<file path="src/rtl/stq_pkg.sv">
// Shared types and constants for the sorted timer queue.
package stq_pkg;

  // Default number of timer slots.
  localparam int CAPACITY_DEF = 16;

  // Depth of the command queue between the front and the back.
  localparam int Q_DEPTH = 2;
  localparam int Q_AW    = $clog2(Q_DEPTH);

  // Field widths fixed by the interface.
  localparam int HDL_W = 8;
  localparam int EXP_W = 32;

  // Input operation codes.
  typedef enum logic {
    OP_INSERT = 1'b0,
    OP_POST   = 1'b1
  } op_t;

  // Result kinds.
  typedef enum logic [1:0] {
    KIND_INSERT  = 2'd0,
    KIND_EXPIRED = 2'd1,
    KIND_DONE    = 2'd2
  } kind_t;

  // Back-end sequencer states.
  typedef enum logic [2:0] {
    S_IDLE,
    S_FULL,
    S_INS_RD,
    S_INS_CMP,
    S_INS_PUT,
    S_POST_CHK,
    S_POST_POP
  } state_t;

  // Classified command word handed from front to back.
  typedef struct packed {
    op_t              op;
    logic [HDL_W-1:0] handle;
    logic [EXP_W-1:0] expiry;
    logic [EXP_W-1:0] now;
  } cmd_t;

  // One stored timer.
  typedef struct packed {
    logic [HDL_W-1:0] handle;
    logic [EXP_W-1:0] expiry;
  } entry_t;

  // Command hand-off between front and back.
  typedef struct packed {
    logic valid;
    cmd_t cmd;
  } cmd_chan_t;

endpackage

</file>
<file path="src/rtl/sorted_timer_queue_top.sv">
// Sorted timer queue: front end with command queue, back end with sorted store.
// Insert: each entry later than the new one is read and moved up one slot, and then the new
// timer is written into the hole; an empty store goes straight to the write, a full one to the result.
// Post: each expired timer gives one expired word, head first, followed by a post done word.
// The back end takes one word at a time, and its result words wait on out_ready. Synchronous
// active-low reset empties the store and queue; entry memory contents are not cleared.
module sorted_timer_queue_top
  import stq_pkg::*;
#(
  parameter int CAPACITY = CAPACITY_DEF
) (
  input  logic             clk,
  input  logic             rst_n,
  input  logic             in_valid,
  output logic             in_ready,
  input  logic             in_opcode,
  input  logic [HDL_W-1:0] in_timer_handle,
  input  logic [EXP_W-1:0] in_expiry_time,
  input  logic [EXP_W-1:0] in_current_time,
  output logic             out_valid,
  input  logic             out_ready,
  output logic [1:0]       out_result_kind,
  output logic [HDL_W-1:0] out_expired_handle,
  output logic             out_became_head,
  output logic             out_store_full,
  output logic             out_head_valid,
  output logic [EXP_W-1:0] out_head_expiry,
  output logic             out_last_result
);

  cmd_chan_t q_chan;
  logic      q_pop;

  // Accept and classify input words.
  stq_front u_front (
    .clk             (clk),
    .rst_n           (rst_n),
    .in_valid        (in_valid),
    .in_ready        (in_ready),
    .in_opcode       (in_opcode),
    .in_timer_handle (in_timer_handle),
    .in_expiry_time  (in_expiry_time),
    .in_current_time (in_current_time),
    .q_out           (q_chan),
    .q_pop           (q_pop)
  );

  // Execute commands against the sorted store.
  stq_back #(
    .CAPACITY (CAPACITY)
  ) u_back (
    .clk                (clk),
    .rst_n              (rst_n),
    .q_in               (q_chan),
    .q_pop              (q_pop),
    .out_valid          (out_valid),
    .out_ready          (out_ready),
    .out_result_kind    (out_result_kind),
    .out_expired_handle (out_expired_handle),
    .out_became_head    (out_became_head),
    .out_store_full     (out_store_full),
    .out_head_valid     (out_head_valid),
    .out_head_expiry    (out_head_expiry),
    .out_last_result    (out_last_result)
  );

endmodule

</file>
<file path="src/rtl/stq_front.sv">
// Front end: accepts input words, classifies them and queues them for the back end.
module stq_front
  import stq_pkg::*;
(
  input  logic             clk,
  input  logic             rst_n,
  input  logic             in_valid,
  output logic             in_ready,
  input  logic             in_opcode,
  input  logic [HDL_W-1:0] in_timer_handle,
  input  logic [EXP_W-1:0] in_expiry_time,
  input  logic [EXP_W-1:0] in_current_time,
  output cmd_chan_t        q_out,
  input  logic             q_pop
);

  localparam int QCW = $clog2(Q_DEPTH + 1);

  cmd_t            q_mem_r [Q_DEPTH];
  logic [Q_AW-1:0] wptr_r, wptr_nxt;
  logic [Q_AW-1:0] rptr_r, rptr_nxt;
  logic [QCW-1:0]  qcnt_r, qcnt_nxt;
  logic            push;
  logic            pop;
  cmd_t            cmd_in;

  // Classify the word; fields an operation ignores are cleared.
  always_comb begin
    cmd_in.op     = op_t'(in_opcode);
    cmd_in.handle = in_timer_handle;
    cmd_in.expiry = in_expiry_time;
    cmd_in.now    = in_current_time;
    if (cmd_in.op == OP_POST) begin
      cmd_in.handle = '0;
      cmd_in.expiry = '0;
    end else begin
      cmd_in.now = '0;
    end
  end

  assign in_ready = (qcnt_r != QCW'(Q_DEPTH));
  assign push     = in_valid && in_ready;
  assign pop      = q_pop && (qcnt_r != '0);

  assign q_out.valid = (qcnt_r != '0);
  assign q_out.cmd   = q_mem_r[rptr_r];

  // Pointer and fill bookkeeping.
  always_comb begin
    wptr_nxt = push ? wptr_r + 1'b1 : wptr_r;
    rptr_nxt = pop ? rptr_r + 1'b1 : rptr_r;
    qcnt_nxt = qcnt_r;
    if (push && !pop) begin
      qcnt_nxt = qcnt_r + 1'b1;
    end else if (pop && !push) begin
      qcnt_nxt = qcnt_r - 1'b1;
    end
  end

  always_ff @(posedge clk) begin
    if (!rst_n) begin
      wptr_r <= '0;
      rptr_r <= '0;
      qcnt_r <= '0;
    end else begin
      wptr_r <= wptr_nxt;
      rptr_r <= rptr_nxt;
      qcnt_r <= qcnt_nxt;
    end
  end

  // Queue storage.
  always_ff @(posedge clk) begin
    if (push) begin
      q_mem_r[wptr_r] <= cmd_in;
    end
  end

endmodule

</file>
<file path="src/rtl/stq_back.sv">
// Back end: keeps the sorted timer store and produces the result words.
module stq_back
  import stq_pkg::*;
#(
  parameter int CAPACITY = CAPACITY_DEF
) (
  input  logic             clk,
  input  logic             rst_n,
  input  cmd_chan_t        q_in,
  output logic             q_pop,
  output logic             out_valid,
  input  logic             out_ready,
  output logic [1:0]       out_result_kind,
  output logic [HDL_W-1:0] out_expired_handle,
  output logic             out_became_head,
  output logic             out_store_full,
  output logic             out_head_valid,
  output logic [EXP_W-1:0] out_head_expiry,
  output logic             out_last_result
);

  localparam int AW = $clog2(CAPACITY);
  localparam int CW = $clog2(CAPACITY + 1);

  // Ring of entries; the head sits at head_r and entries follow in order.
  entry_t          mem [CAPACITY];
  entry_t          rd_data_r;
  logic            rd_en;
  logic [AW-1:0]   rd_addr;
  logic            mem_we;
  logic [AW-1:0]   mem_waddr;
  entry_t          mem_wdata;

  state_t          state_r, state_nxt;
  logic [CW-1:0]   cnt_r, cnt_nxt;
  logic [AW-1:0]   head_r, head_nxt;
  logic [CW-1:0]   idx_r, idx_nxt;
  cmd_t            cmd_r, cmd_nxt;
  entry_t          hcache_r, hcache_nxt;

  logic             out_valid_r, out_valid_nxt;
  kind_t            kind_r, kind_nxt;
  logic [HDL_W-1:0] hdl_r, hdl_nxt;
  logic             bhead_r, bhead_nxt;
  logic             full_r, full_nxt;
  logic             hvalid_r, hvalid_nxt;
  logic [EXP_W-1:0] hexp_r, hexp_nxt;
  logic             last_r, last_nxt;

  logic             can_emit;
  logic [CW-1:0]    cnt_dec;

  // Physical slot of the entry at a given offset from the head.
  function automatic logic [AW-1:0] slot_of(input logic [AW-1:0] head,
                                            input logic [CW-1:0] off);
    logic [CW:0] s;
    s = (CW+1)'(head) + (CW+1)'(off);
    if (s >= (CW+1)'(CAPACITY)) begin
      s = s - (CW+1)'(CAPACITY);
    end
    return s[AW-1:0];
  endfunction

  assign can_emit = !out_valid_r || out_ready;
  assign cnt_dec  = cnt_r - 1'b1;

  // Sequencer: next state, store updates and result words.
  always_comb begin
    state_nxt  = state_r;
    cnt_nxt    = cnt_r;
    head_nxt   = head_r;
    idx_nxt    = idx_r;
    cmd_nxt    = cmd_r;
    hcache_nxt = hcache_r;
    q_pop      = 1'b0;
    rd_en      = 1'b0;
    rd_addr    = head_r;
    mem_we     = 1'b0;
    mem_waddr  = head_r;
    mem_wdata  = rd_data_r;

    out_valid_nxt = out_valid_r && !out_ready;
    kind_nxt      = kind_r;
    hdl_nxt       = hdl_r;
    bhead_nxt     = bhead_r;
    full_nxt      = full_r;
    hvalid_nxt    = hvalid_r;
    hexp_nxt      = hexp_r;
    last_nxt      = last_r;

    unique case (state_r)
      S_IDLE: begin
        if (q_in.valid) begin
          q_pop   = 1'b1;
          cmd_nxt = q_in.cmd;
          idx_nxt = cnt_r;
          if (q_in.cmd.op == OP_POST) begin
            state_nxt = S_POST_CHK;
          end else if (cnt_r == CW'(CAPACITY)) begin
            state_nxt = S_FULL;
          end else if (cnt_r == '0) begin
            state_nxt = S_INS_PUT;
          end else begin
            state_nxt = S_INS_RD;
          end
        end
      end

      // Store full: report and drop.
      S_FULL: begin
        if (can_emit) begin
          out_valid_nxt = 1'b1;
          kind_nxt      = KIND_INSERT;
          hdl_nxt       = '0;
          bhead_nxt     = 1'b0;
          full_nxt      = 1'b1;
          hvalid_nxt    = 1'b1;
          hexp_nxt      = hcache_r.expiry;
          last_nxt      = 1'b1;
          state_nxt     = S_IDLE;
        end
      end

      // Fetch the entry just below the hole.
      S_INS_RD: begin
        rd_en     = 1'b1;
        rd_addr   = slot_of(head_r, idx_r - 1'b1);
        state_nxt = S_INS_CMP;
      end

      // A later entry moves up one slot; otherwise the hole is the spot.
      S_INS_CMP: begin
        if (cmd_r.expiry < rd_data_r.expiry) begin
          mem_we    = 1'b1;
          mem_waddr = slot_of(head_r, idx_r);
          mem_wdata = rd_data_r;
          idx_nxt   = idx_r - 1'b1;
          if (idx_r == CW'(1)) begin
            state_nxt = S_INS_PUT;
          end else begin
            state_nxt = S_INS_RD;
          end
        end else begin
          state_nxt = S_INS_PUT;
        end
      end

      // Write the new timer into the hole and report.
      S_INS_PUT: begin
        if (can_emit) begin
          mem_we           = 1'b1;
          mem_waddr        = slot_of(head_r, idx_r);
          mem_wdata.handle = cmd_r.handle;
          mem_wdata.expiry = cmd_r.expiry;
          cnt_nxt          = cnt_r + 1'b1;
          if (idx_r == '0) begin
            hcache_nxt.handle = cmd_r.handle;
            hcache_nxt.expiry = cmd_r.expiry;
          end
          out_valid_nxt = 1'b1;
          kind_nxt      = KIND_INSERT;
          hdl_nxt       = '0;
          bhead_nxt     = (idx_r == '0);
          full_nxt      = 1'b0;
          hvalid_nxt    = 1'b1;
          hexp_nxt      = (idx_r == '0) ? cmd_r.expiry : hcache_r.expiry;
          last_nxt      = 1'b1;
          state_nxt     = S_IDLE;
        end
      end

      // Test the head; fetch its successor if it has expired.
      S_POST_CHK: begin
        if ((cnt_r != '0) && (hcache_r.expiry < cmd_r.now)) begin
          rd_en     = 1'b1;
          rd_addr   = slot_of(head_r, CW'(1));
          state_nxt = S_POST_POP;
        end else if (can_emit) begin
          out_valid_nxt = 1'b1;
          kind_nxt      = KIND_DONE;
          hdl_nxt       = '0;
          bhead_nxt     = 1'b0;
          full_nxt      = 1'b0;
          hvalid_nxt    = (cnt_r != '0);
          hexp_nxt      = (cnt_r != '0) ? hcache_r.expiry : '0;
          last_nxt      = 1'b1;
          state_nxt     = S_IDLE;
        end
      end

      // Emit the expired head and advance to its successor.
      S_POST_POP: begin
        if (can_emit) begin
          out_valid_nxt = 1'b1;
          kind_nxt      = KIND_EXPIRED;
          hdl_nxt       = hcache_r.handle;
          bhead_nxt     = 1'b0;
          full_nxt      = 1'b0;
          hvalid_nxt    = (cnt_dec != '0);
          hexp_nxt      = (cnt_dec != '0) ? rd_data_r.expiry : '0;
          last_nxt      = 1'b0;
          hcache_nxt    = rd_data_r;
          cnt_nxt       = cnt_dec;
          head_nxt      = slot_of(head_r, CW'(1));
          state_nxt     = S_POST_CHK;
        end
      end

      default: begin
        state_nxt = S_IDLE;
      end
    endcase
  end

  // Control registers.
  always_ff @(posedge clk) begin
    if (!rst_n) begin
      state_r     <= S_IDLE;
      cnt_r       <= '0;
      head_r      <= '0;
      out_valid_r <= 1'b0;
    end else begin
      state_r     <= state_nxt;
      cnt_r       <= cnt_nxt;
      head_r      <= head_nxt;
      out_valid_r <= out_valid_nxt;
    end
  end

  // Payload registers.
  always_ff @(posedge clk) begin
    idx_r    <= idx_nxt;
    cmd_r    <= cmd_nxt;
    hcache_r <= hcache_nxt;
    kind_r   <= kind_nxt;
    hdl_r    <= hdl_nxt;
    bhead_r  <= bhead_nxt;
    full_r   <= full_nxt;
    hvalid_r <= hvalid_nxt;
    hexp_r   <= hexp_nxt;
    last_r   <= last_nxt;
  end

  // Entry memory: one write port, one registered read port.
  always_ff @(posedge clk) begin
    if (mem_we) begin
      mem[mem_waddr] <= mem_wdata;
    end
    if (rd_en) begin
      rd_data_r <= mem[rd_addr];
    end
  end

  assign out_valid          = out_valid_r;
  assign out_result_kind    = kind_r;
  assign out_expired_handle = hdl_r;
  assign out_became_head    = bhead_r;
  assign out_store_full     = full_r;
  assign out_head_valid     = hvalid_r;
  assign out_head_expiry    = hexp_r;
  assign out_last_result    = last_r;

endmodule

</file>
<file path="config.mk">
export PLATFORM = sky130hd
export DESIGN_NAME = sorted_timer_queue_top
export DESIGN_NICKNAME = d
export VERILOG_FILES = /design/src/rtl/stq_pkg.sv /design/src/rtl/sorted_timer_queue_top.sv /design/src/rtl/stq_front.sv /design/src/rtl/stq_back.sv
export SDC_FILE = /design/constraint.sdc
export NUM_CORES = 1
export LEC_CHECK = 0
export ABC_AREA = 1
export BUFFER_PORTS_ARGS = -buffer_cell sky130_fd_sc_hd__buf_4
export CAP_MARGIN = 20
export CORE_MARGIN = 3
export CORE_UTILIZATION = 45
export CTS_BUF_LIST = sky130_fd_sc_hd__clkbuf_2
export DETAILED_ROUTE_END_ITERATION = 10
export PLACE_DENSITY = 0.59
export SETUP_SLACK_MARGIN = 0.15
export SYNTH_ARGS = -nofsm -noshare
export SYNTH_HDL_FRONTEND = slang
export SYNTH_SLANG_ARGS = --single-unit
</file>
<file path="constraint.sdc">
create_clock -name clk -period 12.8 [get_ports clk]
set_input_delay 1.28 -clock clk [delete_from_list [all_inputs] [get_ports clk]]
set_output_delay 1.28 -clock clk [all_outputs]
set_load 0.02 [all_outputs]
</file>
# After elaboration in Yosys (flattened, before gate mapping)
# Memory sizes are Yosys's and may differ from the RTL's. A register that Yosys moved wholly into a read port is not among the register bits.
# Index checks and enable logic that the tools add are counted.
[word_totals] ff_bits=180 ramBits=786 inputBits=77 wordCells=181 memories=2
[memory_table] name="u_back.mem" words=16 word_bits=40 rd=1 rd_clocked_by_memory_dff=1 write_ports=1 line="stq_back.sv:26" source="entry_t mem [CAPACITY];"
[memory_table] name="u_front.q_mem_r" words=2 word_bits=73 rd=1 rd_clocked_by_memory_dff=1 write_ports=1 line="stq_front.sv:19" source="cmd_t q_mem_r [Q_DEPTH];"
[classes] add_sub_neg=13 order_cmp=5 n_eq_ne=18 n_mux=84 n_reduce_logical=39
[op_table] operator="32-bit two-way mux" count=9
[op_table] operator="40-bit two-way mux" count=6
[op_table] operator="32-bit case mux with 4 select lines" count=1
[op_table] operator="40-bit case mux with 2 select lines" count=1
[op_table] operator="32-bit less-than comparator" count=2
[op_table] operator="3-bit two-way mux" count=9
[op_table] operator="1-bit two-way mux" count=25
[op_table] operator="4-bit two-way mux" count=6
[op_table] operator="8-bit two-way mux" count=3
[op_table] operator="8-bit case mux with 3 select lines" count=1
[op_table] operator="5-bit two-way mux" count=4
[op_table] operator="5-bit case mux with 2 select lines" count=2
[op_table] operator="3-bit case mux with 6 select lines" count=1
[op_table] operator="4-bit case mux with 2 select lines" count=2
[op_table] operator="3-bit AND reduction" count=5
[op_table] operator="2-bit by 1-bit inequality test with 1-bit output (second input constant)" count=7
[op_table] operator="4-bit by 5-bit adder with 6-bit output" count=2
[op_table] operator="6-bit by 5-bit >= comparator with 1-bit output (second input constant)" count=2
[op_table] operator="2-bit two-way mux" count=6
[op_table] operator="1-bit case mux with 3 select lines" count=4
[op_table] operator="4-bit by 1-bit subtractor with 4-bit output (second input constant)" count=3
[op_table] operator="5-bit logical NOT" count=2
[op_table] operator="5-bit nonzero test" count=2
[op_table] operator="5-bit by 1-bit subtractor with 5-bit output (second input constant)" count=2
[op_table] operator="other kinds (27)" count=52

# Logic depth before layout (Yosys ltp)
# Gate-level depths: netlist (run 1).
[depth] word_depth=7 mapped_depth=23 mapped_depth_nobuf=21

# Hierarchy
# From an unflattened synthesis (run 1), not the netlist that was laid out.
[unflattened] hier_cells=3986 area_unflattened_um2=44909.3
[by_module_without_submodules] mod="stq_back" instances=1 cells_per_inst=3570 area_per_inst_um2=38468.1
[by_module_without_submodules] mod="stq_front" instances=1 cells_per_inst=416 area_per_inst_um2=6441.2

# Least setup slack after synthesis (run 1)
# Ideal clock, no wire load.
[synth_path] path_type="reg-to-reg" startpoint="reg u_back.state_r[0]" endpoint="reg u_front.qcnt_r[1]" setup_time_ps=122 arrival_time_ps=5292 setup_slack_ps=7386 stages_incl_launch_ff=10 period_less_slack_ps=5414 cell_sequence="dfxtp_1 nor2_1 nand2_1 a21oi_1 inv_1 ha_1 a21oi_1 o21ai_0 o21ai_0 a21oi_1"
[synth_via] elab_chain_len=6 word_cells_on_any_way=8
[synth_lines] item="start: declaration" line="stq_back.sv:34" source="state_t state_r, state_nxt;"
[synth_lines] item="start signal: assignment" line="stq_back.sv:223" source="state_r <= state_nxt;"
[synth_lines] item="3-bit logical NOT (*)" line="stq_back.sv:91" source="unique case (state_r)"
[synth_lines] item="1-bit two-way mux (*)" line="stq_back.sv:91"
[synth_lines] item="named net q_pop" line="sorted_timer_queue_top.sv:32" source="logic q_pop;"
[synth_lines] item="1-bit logical AND (*)" line="stq_front.sv:43" source="assign pop = q_pop && (qcnt_r != '0);"
[synth_lines] item="1-bit logical NOT" line="stq_front.sv:53" source="if (push && !pop) begin"
[synth_lines] item="1-bit logical AND" line="stq_front.sv:53"
[synth_lines] item="2-bit two-way mux or 2-bit nonzero test (tied branches)"
[synth_lines] item="end signal: assignment" line="stq_front.sv:68" source="qcnt_r <= qcnt_nxt;"
[synth_lines] item="end: declaration" line="stq_front.sv:22" source="logic [QCW-1:0] qcnt_r, qcnt_nxt;"
# Mark *: on every way through the listed nets, which the timed path passes. The rest lies on a longest branch.
# A chain may end at the register's enable or synchronous reset.

# Worst setup path in the final report (run 1)
[layout_path] startpoint="reg u_back.hcache_r[3] (netlist name)" endpoint="reg, netlist name u_back.rd_data_r[8]"
[layout_via] elab_chain_len=4 word_cells_on_any_way=6
[layout_lines] item="start: declaration" line="stq_back.sv:39" source="entry_t hcache_r, hcache_nxt;"
[layout_lines] item="start signal: assignment" line="stq_back.sv:234" source="hcache_r <= hcache_nxt;"
[layout_lines] item="32-bit less-than comparator (*)" line="stq_back.sv:174" source="if ((cnt_r != '0) && (hcache_r.expiry < cmd_r.now)) begin"
[layout_lines] item="1-bit logical AND (*)" line="stq_back.sv:174"
[layout_lines] item="4-bit two-way mux or 1-bit two-way mux (tied branches)" line="stq_back.sv:174"
[layout_lines] item="4-bit case mux with 2 select lines or 1-bit case mux with 2 select lines (tied branches)" line="stq_back.sv:91"
# Mark *: on every way between the ends. The rest lies on a longest branch, timed or not.

==> qor.csv, run 1 <==
stage,metric,value,unit
setup_path,required,13.98,ns
power,p_seq_frac,0.463,
synth,synthArstFlopShare,0,
synth,yosysSeqAreaShare,0.676,
cts,cts.path.max_buffers,4,
sta,maxSlewHeadroom,0.233,
die,rows,114,
placed_design,hpwl,65.4,mm
placed_design,placed_area,46900,um^2
job,max_cap_violations,0,
grt,overflow,0,
sta,drv_slew,0,
power,cellInternalPower,6.29,mW
setup_path,r2r_slack,6.07,ns
sta,fmax,0.149,GHz
sta,rsz0062_at_grt,no,
setup_path,cp_max_fo,119,
cells_and_area,register_area,30100,um^2
cells_and_area,area_growth,11.2,%
grt,antenna_found_initial,3,
cells_and_area,fin_area,49400,um^2
cts,cts_setup_buffers,0,
cells_and_area,nets,4427,
drt,vias_per_cell,5.32,
cts,clk_pin_slew,0.11,ns
setup_path,path_buf_inv,3,
sta,skew,0.166,ns
die,die_y,320,um
cts,tritoncts,done,
setup_path,path_class,flip-flop to flip-flop,
synth,netlist_area,44500,um^2
cts,clock-sinks,1007,
placed_design,gp_routability_congestion,0.853,
grt,grt_max_degree,192,
drt,wl_per_cell,21.6,um
setup_path,crit_family,simple AND/OR/NAND/NOR gates,
cts,root_buffer,clkbuf_2,
power,switching_share,0.378,
drt,dr_total_vias,30400,
setup_path,critPathCaptureType,flip-flop,
cts,htree_levels,5,
synth,syn-instance-count,3963,
power,p_per_area,205,nW/um^2
synth,ys_seq_elements,1007,
grt,grt_usage,0.239,
synth,synth_area_per_cell,11.2,um^2
sta,hold_viol,0,
cells_and_area,final_core_util,0.508,
setup_path,cp-start-kind,flip-flop,
drt,drtIter0Drc,3152,
setup_path,cpMostUsedCell,nand2_1,
die,core_area,97300,um^2
drt,first_pass_iters,6,
power,irDropWorstVdd,0.145,mV
power,p_leak,20.6,nW
synth,yosysUniqueCellTypes,42,
setup_path,r2r_cells,20,
placed_design,portBuffers,124,
synth,yosys_warnings,0,
setup_path,slowest_stage,nand2_8,
worst_hold_path,hp-class,input pin to flip-flop,
cells_and_area,drive_gt1_frac,0.170,
worst_hold_path,min_from,in_current_time[25],
synth,synthesis.nets,4118,
sta,fin_tns_setup,0,ns
power,p_sw,3.83,mW
drt,antenna_left,0,
sta,finalSetupViolCount,0,
die,die-area,103000,um^2
synth,synth-edff-count,989,
cts,cts_made_buffers,280,
power,report.power.total,10.1,mW
drt,finalWirelength,124,mm
power,clock_power_share,0.213,
synth,ys.flop_type,edfxtp_1,
setup_path,rr_startpoint,u_back.hcache_r[3],
cells_and_area,multi_input_area,11400,um^2
cells_and_area,fillers,8814,
sta,finalCriticalPeriod,6.73,ns
setup_path,crit_arrival,7.91,ns
power,pwr-share-comb,0.324,
grt,grt_pass1_vias,29600,
setup_path,path_cells,ha_1 > a21oi_1 > nand2_1 > nand2_1 > nand2_1 > nand2_1 > nand2_1 > nand2_1 > nand2_2 > nand2_1 > nand3_4 > nand2_8 > buf_4 > buf_4 > buf_4 > nand2_1 > nand3_1 > nand3_1 > nand3_1 > nand2_1,
die,chipWidth,320,um
cts,insertion_delay,1.54,ns
die,io_pins,125,
sta,tightest_slew,1.15,ns
setup_path,slowest_delay,0.91,ns
worst_hold_path,whs_path_depth,3,
sta,post-route-period-util,0.526,
setup_path,timing.rr.end,u_back.rd_data_r[8],
worst_hold_path,hold_end,u_front.q_mem_r[1][25],
drt,drc_errors,0,
run_status,status,completed,
grt,grt_pass1_wl,185,mm
die,initial_core_util,0.457,
[flip-flops by register name, indices dropped and copies added, names as in the netlist, named ones only]
| signal | flops |
|---|---|
| u_front.rptr_r | 1 |
| u_back.out_became_head | 1 |
| u_back.out_valid | 1 |
| u_back.out_store_full | 1 |
| u_back.idx_r | 5 |
| u_back.out_last_result | 1 |
| u_back.rd_data_r | 40 |
| u_front.wptr_r | 1 |
| u_front.qcnt_r | 2 |
| u_back.state_r | 3 |
| u_back.cmd_r | 72 |
| u_back.out_result_kind | 2 |
| u_back.hcache_r | 40 |
| u_back.out_expired_handle | 8 |
| u_back.out_head_valid | 1 |
| u_back.head_r | 4 |
| u_back.out_head_expiry | 32 |
| u_front.q_mem_r | 146 |
| u_back.cnt_r | 5 |
| u_back.mem | 640 |
[how the worst max path moves through the flow]
stage                             startpoint                  end  slack, ns  cells after the start
after detailed placement  u_back.hcache_r[3]  u_back.rd_data_r[9]       6.25                     20
final                     u_back.hcache_r[3]  u_back.rd_data_r[8]       6.07                     20
after floorplan            u_back.state_r[0]    u_front.qcnt_r[1]       7.39                      9
after global routing      u_back.hcache_r[3]  u_back.rd_data_r[3]       5.65                     20
after CTS                 u_back.hcache_r[3]  u_back.rd_data_r[3]       6.19                     20
after global placement    u_back.hcache_r[3]  u_back.rd_data_r[9]       6.37                     20
[layer usage]
layer / vias up / track usage / wire length, um
met4: 0 / 0.0811 / 2790
met1: 14800 / 0.337 / 54400
met5: - / 0 / 0
met2: 1213 / 0.380 / 57800
met3: 208 / 0.0400 / 8630
li1: 14200 / - / -
[cells by family (layout without fill, tap and decap cells)]
kind of cell    after synthesis  in the layout  synth area share
compound gates              195            195            0.0260
xor+xnor                     17             17           0.00335
fa+ha+maj                    78             78            0.0223
buf+inv                     811           1281            0.0730
flops                      1007           1007             0.676
mux                          74             74            0.0187
other cells                   0              9                 0
simple gates               1781           1781             0.181
[what timing repair did]
action	4_1_cts	5_1_grt
hold endpoints to repair	47	0
resized for setup	0	0
endpoints found under the setup margin	0	0
hold buffers	24	0
[power groups by stage]
stage	registers [mW]	logic (mW)	clock network, mW
final	4.68	3.27	2.16
after global routing	4.71	3.61	2.40
after detailed placement	4.76	3.25	0
after CTS	4.68	3.27	2.22
after floorplan	4.74	2.04	0
after global placement	4.75	3.22	0
[synthesized netlist by cell type, types with 5 or more instances]
| master | number | area, um^2 |
|---|---|---|
| edfxtp_1 | 989 | 29700 |
| nand2_1 | 875 | 3280 |
| nand3_1 | 653 | 3270 |
| inv_1 | 592 | 2220 |
| nand3b_1 | 121 | 908 |
| nor2_1 | 106 | 398 |
| clkbuf_1 | 97 | 364 |
| o21ai_0 | 83 | 415 |
| ha_1 | 76 | 951 |
| buf_2 | 72 | 360 |
| mux2_2 | 72 | 811 |
| a21oi_1 | 54 | 270 |
| o221ai_1 | 32 | 280 |
| buf_4 | 28 | 210 |
| dfxtp_1 | 18 | 360 |
| inv_2 | 13 | 48.8 |
| xor2_1 | 13 | 114 |
| buf_1 | 8 | 30.0 |
| o21ai_1 | 7 | 35.0 |
| nand4_1 | 6 | 37.5 |
| nor3_1 | 5 | 25.0 |
[worst min-delay path, cell delays in order]
cell and delay [ns]:
buf_4 0.08, nand2_1 0.04, inv_1 0.07
[placed cells by master, fill, tap and decap left out, drive strengths merged, types with 2 or more instances in the layout]
cell           n
fa             2
nand3        655
or2            2
o21ai         90
nand4          6
buf          209
dfxtp         18
nand2        879
a21oi         57
nor2         108
o21a           3
nor3           5
clkbuf       399
dlygate4sd3   24
bufinv         3
diode          9
o221ai        32
nor4           4
ha            76
edfxtp       989
nand3b       121
o22ai          2
a31oi          3
inv          610
mux2i          2
xor2          13
o211ai         4
xnor2          4
clkinv        36
mux2          72
[stage by stage]
step           setup WS [ns]  hold WS [ns]  instances
2_1_floorplan           7.39         0.426       3963
3_3_place_gp            6.37         0.429       5239
3_5_place_dp            6.25         0.436       5241
4_1_cts                 6.19       0.00108       5708
5_1_grt                 5.65        0.0388       5716
6_report                6.07         0.132       5718
[area by class of cell]
type                    instances  share of cell area
flip-flops and latches       1007               0.608
multi-input cells            2145               0.230
inverters                     605              0.0460
clock buffers                 399              0.0404
repair buffers                233              0.0375
well taps                    1276              0.0323
clock inverters                44             0.00516
diodes                          9            0.000455
Note: power is estimated with default switching activity, not from simulation.
==> run 2, diff against run 1 <==
--- a/config.mk
+++ b/config.mk
@@ -12,7 +12,7 @@
 export CORE_UTILIZATION = 45
 export CTS_BUF_LIST = sky130_fd_sc_hd__clkbuf_2
 export DETAILED_ROUTE_END_ITERATION = 10
-export PLACE_DENSITY = 0.59
+export PLACE_DENSITY = 0.61
 export SETUP_SLACK_MARGIN = 0.15
 export SYNTH_ARGS = -nofsm -noshare
 export SYNTH_HDL_FRONTEND = slang
==> constraint.sdc (replaced) <==
create_clock -name clk -period 5.96 [get_ports clk]
set_input_delay 0.596 -clock clk [delete_from_list [all_inputs] [get_ports clk]]
set_output_delay 0.596 -clock clk [all_outputs]
set_load 0.02 [all_outputs]
==> run 2 against run 1 <==
Net effect:
- combinational power is 130% higher
- sequential share of layout area shrank 1.9 points
- critical path depth fell by 8
- routed wire length decreased by 2.0%
- count of clock-buffer cells in the layout fell by 3
==> qor.csv, run 2 (synthesis results as in run 1) <==
stage,metric,value,unit,change
setup_path,required,7.03,ns,was 13.98 ns
sta,tightest_slew,1.04,ns,was 1.15 ns
sta,fin_tns_setup,0,ns,unchanged
cells_and_area,largestRegisters,"u_back.mem: 640 flops, u_front.q_mem_r: 146 flops, u_back.cmd_r: 72 flops",,unchanged
cells_and_area,largest_reg_flops,640,,unchanged
cts,cts.path.max_buffers,4,,unchanged
cts,root_buffer,clkbuf_2,,unchanged
setup_path,rr_startpoint,u_back.cmd_r[47],,was u_back.hcache_r[3]
drt,dr_total_vias,30800,,was 30.4k
cts,cts_made_buffers,279,,was 280
sta,rsz0062_at_grt,no,,unchanged
cells_and_area,fillers,8546,,was 8814
sta,finalCriticalPeriod,4.24,ns,was 6.73 ns
power,irDropWorstVdd,0.378,mV,was 0.145 mV
sta,post-route-period-util,0.711,,was 0.526
cells_and_area,layout_commonest_cell,edfxtp_1,,unchanged
power,report.power.total,22.0,mW,was 10.1 mW
die,core_area,97300,um^2,unchanged
cts,insertion_delay,1.49,ns,was 1.54 ns
drt,antenna_left,0,,unchanged
setup_path,crit_arrival,5.31,ns,was 7.91 ns
setup_path,critPathCaptureType,flip-flop,,unchanged
drt,finalWirelength,121,mm,was 124 mm
placed_design,hpwl,67.5,mm,was 65.4 mm
setup_path,r2r_slack,1.72,ns,was 6.07 ns
cells_and_area,layoutNonFillerInstCount,5858,,was 5718
placed_design,gp_routability_congestion,0.842,,was 0.853
cts,clk_pin_slew,0.10,ns,was 0.11 ns
cells_and_area,area_growth,14.8,%,was 11.2%
die,die_y,320,um,unchanged
cells_and_area,final_cell_mix,"989 x edfxtp_1, 874 x nand2_1, 653 x nand3_1, 591 x inv_1, 396 x clkbuf_2",,"was 989 x edfxtp_1, 874 x nand2_1, 653 x nand3_1, 591 x inv_1, 399 x clkbuf_2"
setup_path,r2r_cells,12,,was 20
power,p_leak,21.2,nW,was 20.6 nW
die,io_pins,125,,unchanged
grt,grt_pass1_vias,30300,,was 29.6k
job,max_cap_violations,0,,unchanged
placed_design,portBuffers,124,,unchanged
cts,tritoncts,done,,unchanged
cells_and_area,nets,4574,,was 4427
sta,maxSlewHeadroom,0.308,,was 0.233
grt,overflow,0,,unchanged
die,chipWidth,320,um,unchanged
power,p_per_area,431,nW/um^2,was 205 nW/um^2
die,initial_core_util,0.457,,unchanged
worst_hold_path,whs_path_depth,4,,was 3
worst_hold_path,hp-class,input pin to flip-flop,,unchanged
setup_path,timing.rr.end,u_back.mem[1][36],,was u_back.rd_data_r[8]
worst_hold_path,min_from,in_expiry_time[10],,was in_current_time[25]
cells_and_area,multi_input_area,11400,um^2,unchanged
setup_path,cp_max_fo,16,,was 119
drt,first_pass_iters,7,,was 6
run_status,status,completed,,unchanged
die,die-area,103000,um^2,unchanged
setup_path,cp-start-kind,flip-flop,,unchanged
worst_hold_path,hold_end,u_front.q_mem_r[1][42],,was u_front.q_mem_r[1][25]
drt,drc_errors,0,,unchanged
setup_path,path_class,flip-flop to flip-flop,,unchanged
drt,vias_per_cell,5.26,,was 5.32
drt,wl_per_cell,20.7,um,was 21.6 um
grt,grt_pass1_wl,183,mm,was 185 mm
sta,drv_slew,0,,unchanged
cts,post_cts_resized,0,,unchanged
grt,grt_max_degree,141,,was 192
drt,drtIter0Drc,3008,,was 3152
sta,fmax,0.236,GHz,was 0.149 GHz
cts,clock-sinks,1007,,unchanged
sta,finalSetupViolCount,0,,unchanged
sta,hold_viol,0,,unchanged
cells_and_area,largest-register,u_back.mem,,unchanged
placed_design,dp_cells,5260,,was 5241
die,rows,114,,unchanged
sta,skew,0.112,ns,was 0.166 ns
cts,htree_levels,5,,unchanged
grt,grt_usage,0.235,,was 0.239
cells_and_area,register_area,30100,um^2,unchanged
grt,antenna_found_initial,3,,unchanged
cells_and_area,drive_gt1_frac,0.167,,was 0.170
-- run 2: cell type report --
class / instances / area share
clock inverter: 41 / 0.00466
clock buffer: 396 / 0.0388
sequential: 1007 / 0.589
timing repair buffer: 381 / 0.0687
inverter: 605 / 0.0446
multi-input combinational: 2145 / 0.223
antenna: 7 / 0.000343
tap: 1276 / 0.0313
-- run 2: worst max-delay path by stage --
| stage | startpoint | endpoint | slack (ns) | cells past startpoint |
|---|---|---|---|---|
| global route | u_back.cmd_r[47] | u_back.mem[1][35] | 1.48 | 12 |
| detailed placement | u_back.cmd_r[47] | u_back.mem[1][5] | 1.85 | 12 |
| CTS | u_back.cmd_r[47] | u_back.mem[1][36] | 1.80 | 12 |
| finish | u_back.cmd_r[47] | u_back.mem[1][36] | 1.72 | 12 |
| global placement | u_back.cmd_r[47] | u_back.mem[1][2] | 1.81 | 12 |
| floorplan | u_back.state_r[0] | u_front.qcnt_r[1] | 0.55 | 9 |
-- run 2: what timing repair did --
action	in CTS	in global routing
hold buffers	154	0
endpoints found under the hold margin	222	0
setup buffers	0	0
-- run 2: critical path, cell delays in order (launching register included) --
cell,delay [ns]
edfxtp_1,0.48
ha_1,0.36
nand4_1,0.12
nor3_1,0.30
o21ai_1,0.13
nand2_1,0.21
nand2_1,0.19
nand3_1,0.22
nand2_1,0.17
o21ai_0,0.31
nand3_1,0.37
nor2_4,0.61
buf_4,0.41
-- run 2: power by group --
part	switching (mW)	internal, mW	leakage (nW)
Clock	2.73	1.87	1.77
Combinational	5.26	2.20	10.3
Sequential	0.408	9.53	9.20
-- run 2: stage by stage --
stage               setup slack, ns  hold WS (ns)   util  instance area (um^2)
floorplan                     0.546         0.426      -                 44500
global placement               1.81         0.422  0.486                 47300
detailed placement             1.85         0.440  0.486                 47300
CTS                            1.80       0.00530  0.525                 51000
global route                   1.48        0.0818  0.525                 51100
finish                         1.72         0.193  0.525                 51100
-- run 2: metal layers --
metal,global-route usage,share of wire,up-vias
met2,0.379,0.47,1285
li1,-,-,14500
met4,0.0965,0.030,0
met1,0.321,0.43,14800
met5,0,0,-
met3,0.0384,0.072,230
